**config.mk**
```make
export PLATFORM = sky130hd
export DESIGN_NAME = goal_seek_velocity_controller_flat
export DESIGN_NICKNAME = d
export VERILOG_FILES = /design/src/rtl/gsvc_pkg.sv /design/src/rtl/gsvc_if.sv /design/src/rtl/gsvc_ctrl.sv /design/src/rtl/gsvc_datapath.sv /design/src/rtl/goal_seek_velocity_controller.sv /design/src/flat_wrapper.sv
export SDC_FILE = /design/constraint.sdc
export NUM_CORES = 2
export LEC_CHECK = 0
export BUFFER_PORTS_ARGS = -buffer_cell sky130_fd_sc_hd__clkbuf_2
export CAP_MARGIN = 10
export CELL_PAD_IN_SITES_DETAIL_PLACEMENT = 1
export CELL_PAD_IN_SITES_GLOBAL_PLACEMENT = 1
export CORE_ASPECT_RATIO = 0.6
export CORE_MARGIN = 3
export CORE_UTILIZATION = 30
export CTS_BUF_LIST = sky130_fd_sc_hd__clkbuf_4 sky130_fd_sc_hd__clkbuf_8 sky130_fd_sc_hd__clkbuf_16
export CTS_CLUSTER_SIZE = 14
export DETAILED_ROUTE_END_ITERATION = 10
export HOLD_SLACK_MARGIN = 0.15
export MAX_ROUTING_LAYER = met4
export PLACE_DENSITY_LB_ADDON = 0.1
export SLEW_MARGIN = 30
export SYNTH_ARGS = -nofsm -noshare
export SYNTH_HDL_FRONTEND = slang
export SYNTH_SLANG_ARGS = --single-unit
```
**constraint.sdc**
```tcl
create_clock -name clk_i -period 11.67 [get_ports clk_i]
set_input_delay 1.167 -clock clk_i [delete_from_list [all_inputs] [get_ports clk_i]]
set_output_delay 1.167 -clock clk_i [all_outputs]
set_load 0.005 [all_outputs]
```
**src/rtl/gsvc_pkg.sv**
```systemverilog
`default_nettype none
package gsvc_pkg;

  localparam int unsigned HEAD_W   = 15;
  localparam int unsigned GAIN_W   = 16;
  localparam int unsigned LIN_W    = 19;
  localparam int unsigned ANG_OW   = 16;
  localparam int unsigned ANG_W    = 22;
  localparam int unsigned IDX_W    = 5;
  localparam int unsigned TABLE_LEN = 24;
  localparam int unsigned PI_Q16      = 205887;
  localparam int unsigned HALF_PI_Q16 = 102944;
  localparam int unsigned KINV_Q16    = 39797;
  localparam int unsigned LIN_MAX     = 524287;
  localparam int unsigned LIN_GAIN_RST = 3277;
  localparam int unsigned ANG_GAIN_RST = 8192;

  typedef enum logic [1:0] {
    REQ_GOAL = 2'd0,
    REQ_POSE = 2'd1,
    REQ_TICK = 2'd2,
    REQ_NONE = 2'd3
  } req_e;

  typedef enum logic {
    REG_LIN_GAIN = 1'b0,
    REG_ANG_GAIN = 1'b1
  } reg_e;

  typedef struct packed {
    logic             store_goal;
    logic             store_pose;
    logic             init;
    logic             step;
    logic [IDX_W-1:0] idx;
    logic             mul1;
    logic             mul2;
    logic             load_out;
  } cmd_t;

  function automatic logic [15:0] atan_q16(input logic [IDX_W-1:0] i);
    logic [15:0] v;
    unique case (i)
      5'd0:  v = 16'd51472;
      5'd1:  v = 16'd30386;
      5'd2:  v = 16'd16055;
      5'd3:  v = 16'd8150;
      5'd4:  v = 16'd4091;
      5'd5:  v = 16'd2047;
      5'd6:  v = 16'd1024;
      5'd7:  v = 16'd512;
      5'd8:  v = 16'd256;
      5'd9:  v = 16'd128;
      5'd10: v = 16'd64;
      5'd11: v = 16'd32;
      5'd12: v = 16'd16;
      5'd13: v = 16'd8;
      5'd14: v = 16'd4;
      5'd15: v = 16'd2;
      5'd16: v = 16'd1;
      default: v = 16'd0;
    endcase
    return v;
  endfunction

endpackage
`default_nettype wire

```
**src/rtl/gsvc_if.sv**
```systemverilog
`default_nettype none
interface gsvc_in_if #(parameter int unsigned COORD_WIDTH = 16);
  logic                           valid;
  logic                           ready;
  logic [1:0]                     req_type;
  logic signed [COORD_WIDTH-1:0]  pos_x;
  logic signed [COORD_WIDTH-1:0]  pos_y;
  logic signed [gsvc_pkg::HEAD_W-1:0] heading;
  modport source (output valid, req_type, pos_x, pos_y, heading, input ready);
  modport sink   (input valid, req_type, pos_x, pos_y, heading, output ready);
endinterface

interface gsvc_out_if;
  logic                               valid;
  logic                               ready;
  logic [gsvc_pkg::LIN_W-1:0]         linear_velocity;
  logic signed [gsvc_pkg::ANG_OW-1:0] angular_velocity;
  modport source (output valid, linear_velocity, angular_velocity, input ready);
  modport sink   (input valid, linear_velocity, angular_velocity, output ready);
endinterface
`default_nettype wire

```
**src/rtl/gsvc_ctrl.sv**
```systemverilog
`default_nettype none
module gsvc_ctrl #(
  parameter int unsigned CORDIC_STEPS = 16
) (
  input  wire logic        clk_i,
  input  wire logic        rst_ni,
  input  wire logic        in_valid_i,
  input  wire logic [1:0]  req_type_i,
  output logic             in_ready_o,
  output logic             out_valid_o,
  input  wire logic        out_ready_i,
  output gsvc_pkg::cmd_t   cmd_o
);

  localparam int unsigned N  = (CORDIC_STEPS < gsvc_pkg::TABLE_LEN) ?
                               CORDIC_STEPS : gsvc_pkg::TABLE_LEN;
  localparam int unsigned CW = (N > 1) ? $clog2(N) : 1;
  localparam logic [CW-1:0] LAST = CW'(N - 1);

  typedef enum logic [2:0] {ST_IDLE, ST_ITER, ST_MUL1, ST_MUL2, ST_FIN} state_e;

  state_e        state_q, state_d;
  logic [CW-1:0] cnt_q, cnt_d;
  logic          armed_q, armed_d;
  logic          out_valid_q, out_valid_d;
  logic          acc;
  gsvc_pkg::req_e req;

  assign req         = gsvc_pkg::req_e'(req_type_i);
  assign in_ready_o  = (state_q == ST_IDLE);
  assign out_valid_o = out_valid_q;
  assign acc         = in_valid_i && in_ready_o;

  always_comb begin
    state_d     = state_q;
    cnt_d       = cnt_q;
    armed_d     = armed_q;
    out_valid_d = out_valid_q && !out_ready_i;
    cmd_o       = '0;
    cmd_o.idx   = gsvc_pkg::IDX_W'(cnt_q);
    unique case (state_q)
      ST_IDLE: begin
        if (acc) begin
          unique case (req)
            gsvc_pkg::REQ_GOAL: begin
              cmd_o.store_goal = 1'b1;
              armed_d          = 1'b1;
            end
            gsvc_pkg::REQ_POSE: cmd_o.store_pose = 1'b1;
            gsvc_pkg::REQ_TICK: begin
              if (armed_q) begin
                cmd_o.init = 1'b1;
                cnt_d      = '0;
                state_d    = ST_ITER;
              end
            end
            default: ;
          endcase
        end
      end
      ST_ITER: begin
        cmd_o.step = 1'b1;
        cnt_d      = cnt_q + 1'b1;
        if (cnt_q == LAST) state_d = ST_MUL1;
      end
      ST_MUL1: begin
        cmd_o.mul1 = 1'b1;
        state_d    = ST_MUL2;
      end
      ST_MUL2: begin
        cmd_o.mul2 = 1'b1;
        state_d    = ST_FIN;
      end
      ST_FIN: begin
        if (!out_valid_q || out_ready_i) begin
          cmd_o.load_out = 1'b1;
          out_valid_d    = 1'b1;
          state_d        = ST_IDLE;
        end
      end
      default: state_d = ST_IDLE;
    endcase
  end

  always_ff @(posedge clk_i or negedge rst_ni) begin
    if (!rst_ni) begin
      state_q     <= ST_IDLE;
      cnt_q       <= '0;
      armed_q     <= 1'b0;
      out_valid_q <= 1'b0;
    end else begin
      state_q     <= state_d;
      cnt_q       <= cnt_d;
      armed_q     <= armed_d;
      out_valid_q <= out_valid_d;
    end
  end

  a_init_armed: assert property (@(posedge clk_i) disable iff (!rst_ni)
    cmd_o.init |-> armed_q) else $error("tick started while unarmed");
  a_load_free: assert property (@(posedge clk_i) disable iff (!rst_ni)
    cmd_o.load_out |-> (!out_valid_q || out_ready_i)) else $error("result overwritten");
  a_iter_end: assert property (@(posedge clk_i) disable iff (!rst_ni)
    (state_q == ST_ITER && cnt_q == LAST) |=> state_q == ST_MUL1)
    else $error("iteration count overrun");
  a_goal_arm: assert property (@(posedge clk_i) disable iff (!rst_ni)
    cmd_o.store_goal |=> armed_q) else $error("goal did not arm");

endmodule
`default_nettype wire

```
**src/rtl/gsvc_datapath.sv**
```systemverilog
`default_nettype none
module gsvc_datapath #(
  parameter int unsigned COORD_WIDTH = 16
) (
  input  wire logic                                 clk_i,
  input  wire logic                                 rst_ni,
  input  wire gsvc_pkg::cmd_t                       cmd_i,
  input  wire logic signed [COORD_WIDTH-1:0]        pos_x_i,
  input  wire logic signed [COORD_WIDTH-1:0]        pos_y_i,
  input  wire logic signed [gsvc_pkg::HEAD_W-1:0]   heading_i,
  input  wire logic [gsvc_pkg::GAIN_W-1:0]          lin_gain_i,
  input  wire logic [gsvc_pkg::GAIN_W-1:0]          ang_gain_i,
  output logic [gsvc_pkg::LIN_W-1:0]                linear_velocity_o,
  output logic signed [gsvc_pkg::ANG_OW-1:0]        angular_velocity_o
);

  localparam int unsigned W  = COORD_WIDTH;
  localparam int unsigned DW = W + 12;
  localparam int unsigned PW = DW + 17;
  localparam int unsigned AW = gsvc_pkg::ANG_W;
  localparam int unsigned QW = AW + 17;
  localparam logic signed [AW-1:0] PI_A   = AW'(gsvc_pkg::PI_Q16);
  localparam logic signed [AW-1:0] HALF_A = AW'(gsvc_pkg::HALF_PI_Q16);
  localparam logic signed [QW-1:0] ANG_HI = QW'(32767);
  localparam logic signed [QW-1:0] ANG_LO = -QW'(32768);
  localparam logic signed [PW-1:0] LIN_HI = PW'(gsvc_pkg::LIN_MAX);

  logic signed [W-1:0] goal_x_q, goal_y_q, cur_x_q, cur_y_q;
  logic signed [gsvc_pkg::HEAD_W-1:0] cur_h_q;

  logic signed [DW-1:0] rx_q, ry_q, vx_q, vy_q;
  logic signed [AW-1:0] rz_q, vz_q, h16_q;
  logic                 zero_q;
  logic signed [DW-1:0] px_q;
  logic signed [QW-1:0] angp_q;
  logic signed [PW-1:0] linp_q;
  logic signed [gsvc_pkg::ANG_OW-1:0] ang_q;

  logic signed [DW-1:0] dx, dy, ex0, ey0;
  logic signed [AW-1:0] h16, zneg, atn;
  logic signed [DW-1:0] rx_n, ry_n, vx_n, vy_n;
  logic signed [AW-1:0] rz_n, vz_n, err;
  logic signed [PW-1:0] kprod, lprod, lsh;
  logic signed [QW-1:0] aprod, ash;

  always_comb begin
    dx  = DW'(goal_x_q) - DW'(cur_x_q);
    dy  = DW'(goal_y_q) - DW'(cur_y_q);
    ex0 = dx <<< 8;
    ey0 = dy <<< 8;
    h16 = AW'(cur_h_q) <<< 4;
    zneg = -h16;
    atn = AW'(gsvc_pkg::atan_q16(cmd_i.idx));
    if (rz_q >= 0) begin
      rx_n = rx_q - (ry_q >>> cmd_i.idx);
      ry_n = ry_q + (rx_q >>> cmd_i.idx);
      rz_n = rz_q - atn;
    end else begin
      rx_n = rx_q + (ry_q >>> cmd_i.idx);
      ry_n = ry_q - (rx_q >>> cmd_i.idx);
      rz_n = rz_q + atn;
    end
    if (vy_q < 0) begin
      vx_n = vx_q - (vy_q >>> cmd_i.idx);
      vy_n = vy_q + (vx_q >>> cmd_i.idx);
      vz_n = vz_q - atn;
    end else begin
      vx_n = vx_q + (vy_q >>> cmd_i.idx);
      vy_n = vy_q - (vx_q >>> cmd_i.idx);
      vz_n = vz_q + atn;
    end
    err   = (zero_q ? AW'(0) : vz_q) - h16_q;
    kprod = PW'(rx_q) * PW'($signed({1'b0, 16'(gsvc_pkg::KINV_Q16)}));
    aprod = QW'(err) * QW'($signed({1'b0, ang_gain_i}));
    lprod = PW'(px_q) * PW'($signed({1'b0, lin_gain_i}));
    lsh   = linp_q >>> 22;
    ash   = angp_q >>> 18;
  end

  always_ff @(posedge clk_i or negedge rst_ni) begin
    if (!rst_ni) begin
      goal_x_q <= '0;
      goal_y_q <= '0;
      cur_x_q  <= '0;
      cur_y_q  <= '0;
      cur_h_q  <= '0;
    end else begin
      if (cmd_i.store_goal) begin
        goal_x_q <= pos_x_i;
        goal_y_q <= pos_y_i;
      end
      if (cmd_i.store_pose) begin
        cur_x_q <= pos_x_i;
        cur_y_q <= pos_y_i;
        cur_h_q <= heading_i;
      end
    end
  end

  always_ff @(posedge clk_i) begin
    if (cmd_i.init) begin
      h16_q  <= h16;
      zero_q <= (ex0 == '0) && (ey0 == '0);
      if (zneg > HALF_A) begin
        rz_q <= zneg - PI_A;
        rx_q <= -ex0;
        ry_q <= -ey0;
      end else if (zneg < -HALF_A) begin
        rz_q <= zneg + PI_A;
        rx_q <= -ex0;
        ry_q <= -ey0;
      end else begin
        rz_q <= zneg;
        rx_q <= ex0;
        ry_q <= ey0;
      end
      if (ex0 < 0) begin
        vz_q <= (ey0 >= 0) ? PI_A : -PI_A;
        vx_q <= -ex0;
        vy_q <= -ey0;
      end else begin
        vz_q <= '0;
        vx_q <= ex0;
        vy_q <= ey0;
      end
    end else if (cmd_i.step) begin
      rx_q <= rx_n;
      ry_q <= ry_n;
      rz_q <= rz_n;
      vx_q <= vx_n;
      vy_q <= vy_n;
      vz_q <= vz_n;
    end
    if (cmd_i.mul1) begin
      px_q   <= kprod[DW+15:16];
      angp_q <= aprod;
    end
    if (cmd_i.mul2) begin
      linp_q <= lprod;
      if (ash > ANG_HI)      ang_q <= 16'sh7fff;
      else if (ash < ANG_LO) ang_q <= -16'sh8000;
      else                   ang_q <= ash[gsvc_pkg::ANG_OW-1:0];
    end
    if (cmd_i.load_out) begin
      angular_velocity_o <= ang_q;
      if (lsh < 0)           linear_velocity_o <= '0;
      else if (lsh > LIN_HI) linear_velocity_o <= gsvc_pkg::LIN_W'(gsvc_pkg::LIN_MAX);
      else                   linear_velocity_o <= lsh[gsvc_pkg::LIN_W-1:0];
    end
  end

endmodule
`default_nettype wire

```
**src/rtl/goal_seek_velocity_controller.sv**
```systemverilog
`default_nettype none
// Channel  Dir  Transfer when        Payload
// in_i     in   valid && ready       req_type, pos_x, pos_y, heading
// out_o    out  valid && ready       linear_velocity, angular_velocity
// apb      in   psel&penable&pwrite  linear_gain @0x0, angular_gain @0x4
//
// An armed tick runs min(CORDIC_STEPS,24) CORDIC steps, one per cycle, each
// advancing both the projection and the atan2 rotators on a shared step index,
// then two multiply stages and a result load.
// Reset clears the gains to defaults, pose and goal to zero, and disarms.
// A result waiting on out_o holds the next tick in its final cycle only.
module goal_seek_velocity_controller #(
  parameter int unsigned COORD_WIDTH  = 16,
  parameter int unsigned CORDIC_STEPS = 16
) (
  input  wire logic        clk_i,
  input  wire logic        rst_ni,
  gsvc_in_if.sink          in_i,
  gsvc_out_if.source       out_o,
  input  wire logic        psel,
  input  wire logic        penable,
  input  wire logic        pwrite,
  input  wire logic [2:0]  paddr,
  input  wire logic [31:0] pwdata,
  output logic [31:0]      prdata,
  output logic             pready
);

  logic [gsvc_pkg::GAIN_W-1:0] lin_gain_q, ang_gain_q;
  gsvc_pkg::cmd_t cmd;
  gsvc_pkg::reg_e sel;

  assign pready = 1'b1;
  assign sel    = gsvc_pkg::reg_e'(paddr[2]);

  always_ff @(posedge clk_i or negedge rst_ni) begin
    if (!rst_ni) begin
      lin_gain_q <= gsvc_pkg::GAIN_W'(gsvc_pkg::LIN_GAIN_RST);
      ang_gain_q <= gsvc_pkg::GAIN_W'(gsvc_pkg::ANG_GAIN_RST);
    end else if (psel && penable && pwrite) begin
      unique case (sel)
        gsvc_pkg::REG_LIN_GAIN: lin_gain_q <= pwdata[gsvc_pkg::GAIN_W-1:0];
        gsvc_pkg::REG_ANG_GAIN: ang_gain_q <= pwdata[gsvc_pkg::GAIN_W-1:0];
        default: ;
      endcase
    end
  end

  always_comb begin
    unique case (sel)
      gsvc_pkg::REG_LIN_GAIN: prdata = 32'(lin_gain_q);
      gsvc_pkg::REG_ANG_GAIN: prdata = 32'(ang_gain_q);
      default: prdata = '0;
    endcase
  end

  gsvc_ctrl #(.CORDIC_STEPS(CORDIC_STEPS)) u_ctrl (
    .clk_i       (clk_i),
    .rst_ni      (rst_ni),
    .in_valid_i  (in_i.valid),
    .req_type_i  (in_i.req_type),
    .in_ready_o  (in_i.ready),
    .out_valid_o (out_o.valid),
    .out_ready_i (out_o.ready),
    .cmd_o       (cmd)
  );

  gsvc_datapath #(.COORD_WIDTH(COORD_WIDTH)) u_dp (
    .clk_i              (clk_i),
    .rst_ni             (rst_ni),
    .cmd_i              (cmd),
    .pos_x_i            (in_i.pos_x),
    .pos_y_i            (in_i.pos_y),
    .heading_i          (in_i.heading),
    .lin_gain_i         (lin_gain_q),
    .ang_gain_i         (ang_gain_q),
    .linear_velocity_o  (out_o.linear_velocity),
    .angular_velocity_o (out_o.angular_velocity)
  );

endmodule
`default_nettype wire

```
**src/flat_wrapper.sv**
```systemverilog
// flat-port wrapper written by rule: the top's interface ports become plain ports
module goal_seek_velocity_controller_flat 
#(
  parameter int unsigned COORD_WIDTH  = 16,
  parameter int unsigned CORDIC_STEPS = 16
)
  (clk_i, rst_ni, psel, penable, pwrite, paddr, pwdata, prdata, pready, in_i_valid, in_i_req_type, in_i_pos_x, in_i_pos_y, in_i_heading, in_i_ready, out_o_valid, out_o_linear_velocity, out_o_angular_velocity, out_o_ready);
  gsvc_in_if #(.COORD_WIDTH(COORD_WIDTH)) in_i_i ();
  gsvc_out_if out_o_i ();
  input  wire logic clk_i;
  input  wire logic rst_ni;
  input  wire logic psel;
  input  wire logic penable;
  input  wire logic pwrite;
  input  wire logic [2:0] paddr;
  input  wire logic [31:0] pwdata;
  output logic [31:0] prdata;
  output logic pready;
  input wire logic [$bits(in_i_i.valid)-1:0] in_i_valid;
  input wire logic [$bits(in_i_i.req_type)-1:0] in_i_req_type;
  input wire logic [$bits(in_i_i.pos_x)-1:0] in_i_pos_x;
  input wire logic [$bits(in_i_i.pos_y)-1:0] in_i_pos_y;
  input wire logic [$bits(in_i_i.heading)-1:0] in_i_heading;
  output wire logic [$bits(in_i_i.ready)-1:0] in_i_ready;
  output wire logic [$bits(out_o_i.valid)-1:0] out_o_valid;
  output wire logic [$bits(out_o_i.linear_velocity)-1:0] out_o_linear_velocity;
  output wire logic [$bits(out_o_i.angular_velocity)-1:0] out_o_angular_velocity;
  input wire logic [$bits(out_o_i.ready)-1:0] out_o_ready;
  assign in_i_i.valid = in_i_valid;
  assign in_i_i.req_type = in_i_req_type;
  assign in_i_i.pos_x = in_i_pos_x;
  assign in_i_i.pos_y = in_i_pos_y;
  assign in_i_i.heading = in_i_heading;
  assign in_i_ready = in_i_i.ready;
  assign out_o_valid = out_o_i.valid;
  assign out_o_linear_velocity = out_o_i.linear_velocity;
  assign out_o_angular_velocity = out_o_i.angular_velocity;
  assign out_o_i.ready = out_o_ready;
  goal_seek_velocity_controller #(.COORD_WIDTH(COORD_WIDTH), .CORDIC_STEPS(CORDIC_STEPS)) u_core (.clk_i(clk_i), .rst_ni(rst_ni), .in_i(in_i_i), .out_o(out_o_i), .psel(psel), .penable(penable), .pwrite(pwrite), .paddr(paddr), .pwdata(pwdata), .prdata(prdata), .pready(pready));
endmodule
```
## Word-level counts from Yosys, hierarchy flattened

Memory sizes are Yosys's and may differ from the RTL's.
Index checks and enable logic that the tools add are counted.

| operators by class | value |
|---|---|
| equal/unequal tests | 12 |
| bitwise logic cells | 1 |
| shift-type cells | 4 |
| multipliers | 3 |
| magnitude comparators | 10 |
| $add $sub $neg | 21 |
| reductions and logical operators | 19 |
| muxes and demuxes | 55 |

Operators with widths:

| cell | count |
|---|---|
| $mux W28 | 18 |
| $mux W22 | 11 |
| $add A28 B28 Y28 | 4 |
| $sshr A28 B4 Y28 | 4 |
| $sub A28 B28 Y28 | 4 |
| $pmux W32 S2 | 1 |
| $logic_not A28 Y1 | 2 |
| $neg A25 Y28 | 2 |
| $mul A28 B17 Y45 | 1 |
| $add A22 B17 Y22 | 2 |
| $mul A28 B17 Y44 const B | 1 |
| $sub A22 B17 Y22 | 2 |
| $mul A22 B17 Y39 | 1 |
| $sub A16 B16 Y17 | 2 |
| $lt A28 B1 Y1 const B | 1 |
| $ge A25 B1 Y1 const B | 1 |
| $lt A25 B1 Y1 const B | 1 |
| $gt A23 B20 Y1 const B | 1 |
| $lt A23 B1 Y1 const B | 1 |
| $add A22 B19 Y22 const B | 1 |
| $ge A22 B1 Y1 const B | 1 |
| $gt A22 B18 Y1 const B | 1 |
| $lt A22 B18 Y1 const B | 1 |
| $neg A19 Y22 | 1 |
| other kinds (31) | 60 |

| word-level totals | value |
|---|---|
| input port bits | 91 |
| memories | 1 |
| register bits | 455 |
| ROM bits | 512 |
| output and inout port bits | 70 |

Memories:

| memory | words | bits a word | rd ports | clocked after memory_dff | wr ports | line | source |
|---|---|---|---|---|---|---|---|
| (no name shown) | 32 | 16 | 1 | 0 | 0 | gsvc_pkg.sv:43 | `unique case (i)` |

## Longest topological paths before layout

| depth | value |
|---|---|
| depth in word-level cells | 5 |
| gate-level depth with buffers | 38 |
| depth with buffers taken out | 35 |

## Hierarchy

Synthesis repeated with hierarchy kept, for this count alone.

| unflattened totals | value |
|---|---|
| cell total of the unflattened synthesis | 7905 |
| area total of the unflattened synthesis | 73474.2 µm² |

Modules (own cells, without submodules):

| module | times used | seq. area each (µm²) | area each (µm²) | cells an instance |
|---|---|---|---|---|
| gsvc_datapath | 1 | 10835.4 | 71350.9 | 7747 |
| goal_seek_velocity_controller | 1 | 810.8 | 1607.8 | 105 |
| gsvc_ctrl | 1 | 225.2 | 515.5 | 53 |

## Worst setup path before layout

OpenSTA, ideal clock, no wires.

| path | value |
|---|---|
| kind | reg-to-reg |
| start point | register u_core.u_dp.zero_q |
| end point | register u_core.u_dp.angp_q[36], data pin |
| clock period less this slack | 8.905 ns |
| cell stages (with the launch flop) | 36 |
| arrival time | 8.647 ns |
| buffers on the path | 3 |
| setup time | 0.258 ns |
| required time | 11.412 ns |
| path slack | 2.765 ns |
| cell sequence | edfxtp_1 -> clkbuf_1 -> clkbuf_1 -> nand2b_1 -> ha_1 -> fa_1 -> nor2b_1 -> o21ai_0 -> a21boi_0 -> o21a_1 -> o21a_1 -> o2111ai_1 -> nand3_1 -> o21ai_0 -> o311ai_0 -> clkbuf_1 -> nand2_1 -> fa_1 -> fa_1 -> fa_1 -> inv_1 -> fa_1 -> fa_1 -> inv_1 -> fa_1 -> inv_1 -> ha_1 -> and4_1 -> a21oi_1 -> nand2_1 -> a221o_1 -> a21oi_1 -> o21ai_0 -> a211o_1 -> a21oi_1 -> xnor2_1 |

| between the ends | value |
|---|---|
| longest elaborated chain between the ends | 3 |

RTL lines:

| item | line | source |
|---|---|---|
| from (decl) | gsvc_datapath.sv:33 | `logic zero_q;` |
| from (signal assigned) | gsvc_datapath.sv:103 | `zero_q <= (ex0 == '0) && (ey0 == '0);` |
| $mux W22 | gsvc_datapath.sv:72 | `err = (zero_q ? AW'(0) : vz_q) - h16_q;` |
| $sub A22 B19 Y22 | gsvc_datapath.sv:72 |  |
| $mul A22 B17 Y39 | gsvc_datapath.sv:74 | `aprod = QW'(err) * QW'($signed({1'b0, ang_gain_i}));` |
| named net u_core.u_dp.aprod[36] | gsvc_datapath.sv:44 | `logic signed [QW-1:0] aprod, ash;` |
| to (signal assigned) | gsvc_datapath.sv:136 | `angp_q <= aprod;` |
| to (decl) | gsvc_datapath.sv:35 | `logic signed [QW-1:0] angp_q;` |

The timed path passes the listed nets, and every way through them passes these cells.
A chain may end at the register's enable or synchronous reset.

## Worst setup path in the final report

Same ends and word-level chain as after synthesis.

==> impl_metrics.env <==
export IMPL_route_vias_total=55200
export IMPL_cts_tree="yes"
export IMPL_cts_inserted_buffers=55
export IMPL_synth_top_cells_by_area="sky130_fd_sc_hd__fa_1, sky130_fd_sc_hd__edfxtp_1, sky130_fd_sc_hd__ha_1"
export IMPL_postCtsSetupBuffers=0
export IMPL_clk_pin_slew_ns=0.06
export IMPL_routabilityCongestion=0.849
export IMPL_post_layout_min_period_ns=9.75
export IMPL_setup_slack_ns=1.92
export IMPL_cp_data_required_time_ns=12.14
export IMPL_yosysSeqAreaShare=0.162
export IMPL_path_common_cell="sky130_fd_sc_hd__fa_1"
export IMPL_crit_path_start_kind="flip-flop"
export IMPL_initial_core_util=0.304
export IMPL_final_hold_viol_count=0
export IMPL_drt_iter0_markers=3436
export IMPL_antenna_found_initial=21
export IMPL_final_cell_count_no_fill=11100
export IMPL_route_final_wire_length_mm=247
export IMPL_number_of_hold_buffers_added_after_cts=0
export IMPL_synth_edf_count=295
export IMPL_worst_setup_path_type="flip-flop to flip-flop"
export IMPL_tns_ns=0
export IMPL_synth_largest_area_cell="sky130_fd_sc_hd__fa_1"
export IMPL_synth_cells_most_frequent="sky130_fd_sc_hd__inv_1, sky130_fd_sc_hd__fa_1, sky130_fd_sc_hd__nand2_1, sky130_fd_sc_hd__ha_1, sky130_fd_sc_hd__nor2_1"
export IMPL_htree_levels=2
export IMPL_dr_pass1_iters=5
export IMPL_cts_sink_count=415
export IMPL_tightest_slew_ns=1.17
export IMPL_finalCoreUtilization=0.330
export IMPL_flow_area_growth_from_synthesis_pct=8.75
export IMPL_dieWidth_microns=643
export IMPL_dominantRegCellSynth="sky130_fd_sc_hd__edfxtp_1"
export IMPL_finalCritPeriodShare=0.835
export IMPL_status="completed"
export IMPL_drive_gt1_frac=0.0941
export IMPL_place_worst_setup_slack_ns=1.90
export IMPL_mean_number_of_vias_per_cell=4.97
export IMPL_i_o_pin_count=161
export IMPL_ctsLongestPathBuffers=3
export IMPL_worstHoldPathType="flip-flop to flip-flop"
export IMPL_std_cell_rows=139
export IMPL_crit_path_capture_type="flip-flop"
export IMPL_cts_repair_resized=0
export IMPL_max_freq_mhz=103
export IMPL_crit_path_max_incr_delay_ns=0.83
export IMPL_portBuffers=125
export IMPL_timing_max_cap_violations=0
export IMPL_grt_pass1_wl_mm=380
export IMPL_clock_insertion_delay_worst_skew_ns=0.76
export IMPL_fillers=27700
export IMPL_die_height_microns=388
export IMPL_clock_root_buffer="sky130_fd_sc_hd__clkbuf_16"
export IMPL_placed_cells=11000
export IMPL_crit_slowest_cell="sky130_fd_sc_hd__o311ai_2"
export IMPL_post_route_drc_count=0
export IMPL_wl_per_cell_microns=22.2
export IMPL_setup_viol=0
export IMPL_setup_repair_after_global_routing_missed_its_margin="no"
export IMPL_die_area_sq_um=250000
export IMPL_largest_net_degree_at_the_start_of_global_routing=124
export IMPL_post_synth_top_area_fraction=0.273
export IMPL_worst_ep_arrival_time_ns=10.22
export IMPL_synth_seq_cells=415
export IMPL_first_global_vias=58600
export IMPL_coreArea_sq_um=241000
export IMPL_yosys_cell_count_top_type="sky130_fd_sc_hd__inv_1"
export IMPL_layout_nets=9515
export IMPL_synthesis_instances=7843
export IMPL_syn_area_sq_um=73100
export IMPL_yosysUniqueCellTypes=104
export IMPL_gr_usage_all_layers=0.204
export IMPL_number_of_pins_with_negative_max_slew_slack_in_the_final_report=0
export IMPL_detailedPlacementHpwl_mm=199
export IMPL_timing_max_slew_rel_slack=0.214
export IMPL_route_antenna_remaining_nets=0
export IMPL_synthesis_yosys_warnings=0
export IMPL_ys_async_sr_fraction=0.289
export IMPL_crit_fanout=9
export IMPL_skew_ns=0.0762
export IMPL_grt_remaining_overflow=0
export IMPL_syn_area_per_cell_sq_um=9.32
through the flow:
stage / cell area [sq um] / hold slack (ns)
2_1_floorplan: 73200 / 0.400
3_3_place_gp: 77400 / 0.406
3_5_place_dp: 77400 / 0.407
4_1_cts: 79400 / 0.399
5_1_grt: 79500 / 0.424
6_report: 79500 / 0.421
cells in the final DEF, fill, tap and decap left out, types with 179 or more instances in the layout:
| cell type | instances |
|---|---|
| sky130_fd_sc_hd__a21oi_1 | 308 |
| sky130_fd_sc_hd__and2_1 | 316 |
| sky130_fd_sc_hd__edfxtp_1 | 295 |
| sky130_fd_sc_hd__fa_1 | 997 |
| sky130_fd_sc_hd__ha_1 | 616 |
| sky130_fd_sc_hd__inv_1 | 1366 |
| sky130_fd_sc_hd__mux2_2 | 179 |
| sky130_fd_sc_hd__nand2_1 | 850 |
| sky130_fd_sc_hd__nor2_1 | 369 |
| sky130_fd_sc_hd__o21ai_0 | 258 |
| sky130_fd_sc_hd__xnor2_1 | 264 |
kinds of logic after synthesis:
logic type,count (synthesis),synth area share
adder cells (fa/ha/maj),1619,0.379
flip-flops,415,0.162
buffers and inverters,1727,0.0918
AND/OR/NAND/NOR,2097,0.138
multiplexers,400,0.0756
XOR/XNOR,439,0.0526
AO/OA/AOI/OAI,1144,0.101
other,2,0.000103
worst paths after layout:
kind | endpoint | cells after the start | slack [ns] | start
min | u_core.u_dp.angular_velocity_o[15]$_DFFE_PP_ | 0 | 0.42 | u_core.u_dp.ang_q[15]$_SDFFCE_PN0P_
max | u_core.u_dp.angp_q[36]$_DFFE_PN_ | 32 | 1.92 | u_core.u_dp.zero_q$_DFFE_PP_
min reg2reg | u_core.u_dp.angular_velocity_o[15]$_DFFE_PP_ | 0 | 0.42 | u_core.u_dp.ang_q[15]$_SDFFCE_PN0P_
max in group asynchronous | u_core.lin_gain_q[4]$_DFFE_PN0P_ | 2 | 9.69 | rst_ni
min in group asynchronous | u_core.u_dp.goal_y_q[8]$_DFFE_PN0P_ | 1 | 0.44 | rst_ni
max reg2reg | u_core.u_dp.angp_q[36]$_DFFE_PN_ | 32 | 1.92 | u_core.u_dp.zero_q$_DFFE_PP_
per-layer routing:
| layer | share of wire | global-route usage |
|---|---|---|
| met5 | 0 | - |
| met4 | 0.013 | 0.0287 |
| met3 | 0.066 | 0.0433 |
| met2 | 0.37 | 0.257 |
| met1 | 0.55 | 0.328 |
sequential cells by signal (all words and copies together), names as in the netlist, 3 cells and up:
register / flops
u_core.u_dp.px_q: 28
u_core.u_dp.vx_q: 28
u_core.u_dp.h16_q: 15
u_core.u_dp.rz_q: 22
u_core.u_dp.cur_y_q: 16
u_core.u_dp.rx_q: 28
u_core.u_dp.angp_q: 21
u_core.u_dp.linear_velocity_o: 19
u_core.u_dp.cur_x_q: 16
u_core.u_dp.vy_q: 28
u_core.u_ctrl.cnt_q: 4
u_core.u_ctrl.state_q: 3
u_core.u_dp.ry_q: 28
u_core.u_dp.vz_q: 22
u_core.u_dp.ang_q: 16
u_core.u_dp.cur_h_q: 15
u_core.u_dp.goal_y_q: 16
u_core.ang_gain_q: 16
u_core.u_dp.angular_velocity_o: 16
u_core.u_dp.goal_x_q: 16
u_core.lin_gain_q: 16
u_core.u_dp.linp_q: 23
worst max-delay path, delay by kind of cell (launching register included):
kind / cells / cell delay, ns
buf+inv: 3 / 0.41
flops: 1 / 0.53
fa+ha+maj: 9 / 3.91
xor+xnor: 1 / 0.08
simple gates: 6 / 1.00
compound gates: 13 / 3.57
area by class of cell:
class / count / area (sq um) / area share
Clock inverter: 37 / 454 / 0.00571
Inverter: 1372 / 5150 / 0.0648
Sequential cell: 415 / 11900 / 0.150
Timing Repair Buffer: 251 / 1600 / 0.0202
Clock buffer: 66 / 1520 / 0.0191
Multi-Input combinational cell: 5716 / 54800 / 0.689
Tap cell: 3243 / 4060 / 0.0510
Antenna cell: 7 / 17.5 / 0.000220
Power is not shown: default switching activity piles up to over one toggle a cycle in this logic, so the estimate is an artifact.
